**config.mk**
```make
export PLATFORM = sky130hd
export DESIGN_NAME = cbp_queue
export DESIGN_NICKNAME = d
export VERILOG_FILES = /design/src/rtl/cbp_pkg.sv /design/src/rtl/cbp_queue.sv
export SDC_FILE = /design/constraint.sdc
export NUM_CORES = 1
export LEC_CHECK = 0
export ABC_CLOCK_PERIOD_IN_PS = 8300
export BUFFER_PORTS_ARGS = -buffer_cell sky130_fd_sc_hd__buf_2
export CORE_MARGIN = 4
export CORE_UTILIZATION = 55
export DETAILED_ROUTE_END_ITERATION = 10
export PLACE_DENSITY = 0.77
export SYNTH_ARGS = -nofsm -noshare
export SYNTH_HDL_FRONTEND = slang
export SYNTH_SLANG_ARGS = --single-unit
```
**constraint.sdc**
```tcl
create_clock -name clk_i -period 8.3 [get_ports clk_i]
set_clock_uncertainty 0.2 [all_clocks]
set_input_delay 1.66 -clock clk_i [delete_from_list [all_inputs] [get_ports clk_i]]
set_output_delay 1.66 -clock clk_i [all_outputs]
set_load 0.005 [all_outputs]
```
**src/rtl/cbp_pkg.sv**
```systemverilog
`timescale 1ns / 1ps
// ----------------------------------------------------------------------------
// cbp_pkg: shared types and constants of the circle/box push-out block
// Fixed-point widths, beat structs, register indexes and coordinate saturation.
// ----------------------------------------------------------------------------
package cbp_pkg;

  localparam int CoordWidth  = 24;
  localparam int SpanWidth   = CoordWidth - 1;
  localparam int RadiusWidth = 16;
  localparam int R2Width     = RadiusWidth + 1;
  localparam int CfgIdxWidth = 8;

  // offsets past the far limit never overlap, so 19 signed bits carry the rest
  localparam int OffWidth    = 19;
  localparam int DsqWidth    = 34;
  localparam int RootWidth   = 29;
  localparam int RadWidth    = 2 * RootWidth;
  localparam int OvlWidth    = 29;
  localparam int ProdWidth   = OffWidth + OvlWidth + 1;
  localparam int MagWidth    = 48;
  localparam int NumWidth    = MagWidth + 1;
  localparam int DenWidth    = RootWidth + 1;
  localparam int QuoWidth    = 18;
  localparam int WideWidth   = CoordWidth + QuoWidth;

  localparam int MidDepth    = 4;
  localparam int OutDepth    = 2;

  typedef enum logic [CfgIdxWidth-1:0] {
    CfgCenterX  = 8'd0,
    CfgCenterZ  = 8'd1,
    CfgBoxWidth = 8'd2,
    CfgBoxDepth = 8'd3
  } cfg_idx_e;

  typedef logic signed [WideWidth-1:0] wide_t;

  typedef struct packed {
    logic signed [CoordWidth-1:0] pos_x;
    logic signed [CoordWidth-1:0] pos_z;
    logic [RadiusWidth-1:0]       radius;
  } in_item_t;

  typedef struct packed {
    logic                         hit;
    logic signed [CoordWidth-1:0] new_x;
    logic signed [CoordWidth-1:0] new_z;
  } out_item_t;

  typedef struct packed {
    logic signed [CoordWidth-1:0] center_x;
    logic signed [CoordWidth-1:0] center_z;
    logic [SpanWidth-1:0]         box_width;
    logic [SpanWidth-1:0]         box_depth;
  } box_cfg_t;

  // classified item between front and back
  typedef struct packed {
    logic                         push;
    logic                         hit;
    logic signed [CoordWidth-1:0] base_x;
    logic signed [CoordWidth-1:0] base_z;
    logic signed [OffWidth-1:0]   dx;
    logic signed [OffWidth-1:0]   dz;
    logic [DsqWidth-1:0]          dsq;
    logic [R2Width-1:0]           r2;
  } mid_item_t;

  function automatic logic signed [CoordWidth-1:0] sat_coord(input wide_t v);
    logic in_range;
    in_range = (v[WideWidth-1:CoordWidth-1] == {(WideWidth-CoordWidth+1){v[WideWidth-1]}});
    if (in_range) return v[CoordWidth-1:0];
    else if (v[WideWidth-1]) return {1'b1, {(CoordWidth-1){1'b0}}};
    else return {1'b0, {(CoordWidth-1){1'b1}}};
  endfunction

endpackage

```
**src/rtl/cbp_queue.sv**
```systemverilog
`timescale 1ns / 1ps
// ----------------------------------------------------------------------------
// cbp_queue: small register queue
// First-in first-out buffer with ready/valid on both sides; DEPTH is a power of two.
// ----------------------------------------------------------------------------
module cbp_queue import cbp_pkg::*; #(
  parameter int  DEPTH  = MidDepth,
  parameter type item_t = mid_item_t
) (
  input  logic  clk_i,
  input  logic  rst_ni,
  input  logic  wr_valid_i,
  output logic  wr_ready_o,
  input  item_t wr_item_i,
  output logic  rd_valid_o,
  input  logic  rd_ready_i,
  output item_t rd_item_o
);

  localparam int PW = $clog2(DEPTH);
  localparam int CW = $clog2(DEPTH + 1);

  item_t          mem_q [DEPTH];
  logic [PW-1:0]  wptr_q, rptr_q;
  logic [CW-1:0]  cnt_q, cnt_d;
  logic           wr, rd;

  assign wr_ready_o = (cnt_q != CW'(DEPTH));
  assign rd_valid_o = (cnt_q != '0);
  assign wr         = wr_valid_i && wr_ready_o;
  assign rd         = rd_ready_i && rd_valid_o;
  assign rd_item_o  = mem_q[rptr_q];

  always_comb begin
    cnt_d = cnt_q;
    if (wr && !rd) cnt_d = cnt_q + CW'(1);
    else if (rd && !wr) cnt_d = cnt_q - CW'(1);
  end

  always_ff @(posedge clk_i or negedge rst_ni) begin
    if (!rst_ni) begin
      wptr_q <= '0;
      rptr_q <= '0;
      cnt_q  <= '0;
    end else begin
      if (wr) wptr_q <= wptr_q + PW'(1);
      if (rd) rptr_q <= rptr_q + PW'(1);
      cnt_q <= cnt_d;
    end
  end

  always_ff @(posedge clk_i) begin
    if (wr) mem_q[wptr_q] <= wr_item_i;
  end

endmodule

```
### Yosys cells after proc, flatten, opt, wreduce, memory -nomap -nowiden

Memories as Yosys holds them, arrays and structs flattened.
Cells that the tools add are included.

* bits in registers: 7
* RAM bits: 556
* output and inout bits: 141
* memories kept: 1

Memories
* mem_q: words 4, bits a word 139, read ports 1, clocked after memory_dff 0, write ports 1, line cbp_queue.sv:23 `item_t mem_q [DEPTH];`

* $add $sub $neg: 4
* equality and inequality tests: 1
* multiplexer cells: 4
* reduce and logical (&&, ||, !) cells: 8

Operator list (count)
* 3-bit two-way mux: 2
* 2-bit by 1-bit adder with 2-bit output, second input constant: 2
* 1-bit logical AND: 4
* 3-bit by 1-bit adder with 3-bit output, second input constant: 1
* 3-bit != test, second input constant: 1
* 3-bit nonzero test: 1
* 3-bit by 1-bit subtractor with 3-bit output, second input constant: 1
* 1-bit zero test: 2
* 1-bit two-way mux: 2
* 2-bit nonzero test: 1

### Longest topological paths before layout

* depth in word-level cells: 6
* mapped depth: 8

### Worst setup path after synthesis

No wires, ideal clock.

* path kind: in2reg
* from: in wr_valid_i
* to: mem mem_q[0][0] (netlist name) (enable)
* library setup time: 515 ps
* data arrival time: 5154 ps
* data required time: 7585 ps
* slack: 2431 ps
* cell stages on the path: 2
* path buffers: 0
* cell sequence: a21boi_2 and2_1

* cells in the longest elaborated chain, start to end: 3

RTL lines
* start: declaration: line cbp_queue.sv:12 `input logic wr_valid_i,`
* 1-bit logical AND: line cbp_queue.sv:30 `assign wr = wr_valid_i && wr_ready_o;`
* 1-bit two-way mux: line cbp_queue.sv:53 `if (wr) mem_q[wptr_q] <= wr_item_i;`
* 1-bit two-way mux (not written as such): line cbp_queue.sv:53
* end: declaration: line cbp_queue.sv:23

Every way passes these cells.

==> metrics.cfg <==
[status]
status=complete, no violations

[worst_setup_path]
reg2reg_slack_ns=5.16
cp.required_ns=6.44
critPathKind=reg2out
start_kind=flip-flop
end_kind=output port
critical_path.max_fanout=45
arrival_ns=3.10

[routing]
drt-pass1-iter-count=4
drtAntennaViolNets=0
drt-total-wl_um=38090
drc_errors=0
dr.first_iter.drc_count=600
wl_per_cell_um=23.87
viasPerCell=5.632
vias=8988

[placed_design]
post-dp-hpwl_um=22380
portBuffers=283
gp_congestion=0.7161
pre_cts_ws_ns=3.820
place_inst=1493

[synth]
seq_area_frac_synth=0.8250
syn_area_per_cell_um2=26.84
syn_nets=911
synth_ff_type=edfxtp_1
synthArstFlopShare=0.01243
ys_seq_elements=563
synth_cell_types=20
yosys_warnings=0
syn_area_mm2=0.02045
synthCells=762
synth_edf_count=556

[power_and_ir_drop]
p_leak_nw=8.211
pwr-share-comb=0.255
power_density_mw_per_mm2=357.0
power.internal_mw=6.306
p_seq_frac=0.463
power_frac_clock=0.283
vdd_drop_max_mv=0.2269
p_total_mw=8.618
p_switching_mw=2.311
netSwitchingFraction=0.2682

[finish]
areaGrowthSynthToFinish_pct=18.05
drive_above_1_share=0.4617
fin_cells=1596
finalNetCount=1229

[cts]
holdBufCountCts=0
path_clk_slew_ns=0.06
cts_sinks=563
cts_tree=yes
cts-root-buf=clkbuf_16
post-cts-setup-buffers=0
htreeDepth=2
clk_path_buf_depth=3
insertion_delay_ns=0.58
cts_resized=0
cts_made_buffers=53

[global_route]
busiest_layer=met2
grt_usage=0.1916
grt_overflow=0
grtUsageMet2=0.3043
grt_max_degree=67
met1_usage=0.2637
grt_pass1_wl_um=59100
antenna_found_initial=12
grt_pass1_vias=9689
gr-usage-met3=0.05848

[sta]
fin_crit_sh=0.5981
worst_pin_slew_ns=0.9932
setup_viol=0
max_clock_freq_mhz=201.4
fin_crit_ns=4.965
fin_setup_tns_ns=0
holdWs_ns=0.3516
drv_slew=0
slew_headroom=0.3379
setup_ws_ns=3.335
rsz0062_at_grt=false
hold_viol_final=0

[floorplanning]
io_pins=284
fp.dieW_um=200.8
die_y_um=200.8
die_area_mm2=0.04033
start_util=0.5586
core_area_mm2=0.03661
rows=70

[min_path]
hold_class=reg2reg

[flow_run]
drv_cap=0

[state kept, by name, summed over array words and instances (netlist names)]
signal	flops
cnt_q	3
mem_q	556
wptr_q	2
rptr_q	2
[cells in the mapped netlist, drive strengths merged, types with 2 or more instances]
master,instances,share of area
clkbuf,5,0.00098
inv,3,0.00055
xnor2,4,0.0017
xor2,2,0.00086
nor2,2,0.00037
mux2,2,0.0011
mux4,139,0.15
dfrtp,7,0.0086
nand2,2,0.00037
ha,5,0.0031
and2,4,0.0012
buf,27,0.0096
edfxtp,556,0.82
[critical path, cell delays in order, from the launching register on]
cell and delay (ns):
dfrtp_4 0.86, buf_4 0.81, mux4_2 0.64, buf_2 0.15
[cell type report]
cell class | instances | area (um^2)
Timing Repair Buffer | 295 | 1519
Clock inverter | 35 | 367.9
Multi-Input combinational cell | 164 | 3361
Fill cell | 2348 | 12470
Sequential cell | 563 | 16880
Inverter | 3 | 11.26
Clock buffer | 62 | 1403
Antenna cell | 6 | 15.01
Tap cell | 468 | 585.6
[kinds of logic after synthesis]
| logic type | synth area share |
|---|---|
| compound gates | 0.0005506 |
| xor+xnor | 0.002570 |
| fa+ha+maj | 0.004038 |
| buf+inv | 0.01114 |
| flops | 0.8250 |
| mux | 0.1542 |
| simple gates | 0.002509 |
[power groups by stage]
stage	sequential, mW	combinational, mW	clock (mW)
floorplan	3.97	1.48	0
detailed placement	4.05	2.25	0
global placement	4.02	2.24	0
finish	3.99	2.19	2.43
CTS	4.00	2.27	2.50
global route	4.05	2.38	2.63
[metrics by stage]
stage / utilization / area [um^2]
global placement: 0.6106 / 22360
CTS: 0.6590 / 24130
floorplan: - / 20450
finish: 0.6594 / 24140
global route: 0.6594 / 24140
detailed placement: 0.6106 / 22360
[cells in the final DEF, fill, tap and decap left out]
cell	count
dfrtp_1	5
dfrtp_4	2
or3_1	1
inv_6	1
xnor2_1	4
mux2_2	2
nor2_1	2
clkinvlp_4	3
edfxtp_1	556
clkbuf_16	55
clkinv_2	8
diode_2	6
ha_1	5
inv_1	3
mux4_2	139
clkbuf_1	7
buf_2	283
and2_4	4
xor2_1	2
nand2_1	2
clkinv_1	15
a21boi_2	1
nand3_1	1
buf_4	11
buf_12	1
bufinv_16	8
fa_1	1
[worst paths after layout]
check	start	end	depth (start not counted)
max	rptr_q[0]	rd_item_o[71]	3
min	cnt_q[2]	cnt_q[2]	1
max reg2reg	cnt_q[0]	mem_q[3][102]	4
min reg2reg	cnt_q[2]	cnt_q[2]	1
max in group asynchronous	rst_ni	rptr_q[1]	1
min in group asynchronous	rst_ni	wptr_q[1]	1
[metal layers]
metal	routed length, um	up-vias
li1	-	3952
met1	15370	4666
met2	18990	289
met3	2827	69
met4	826	12
met5	81	-
Power figures use the tool's default switching activity.
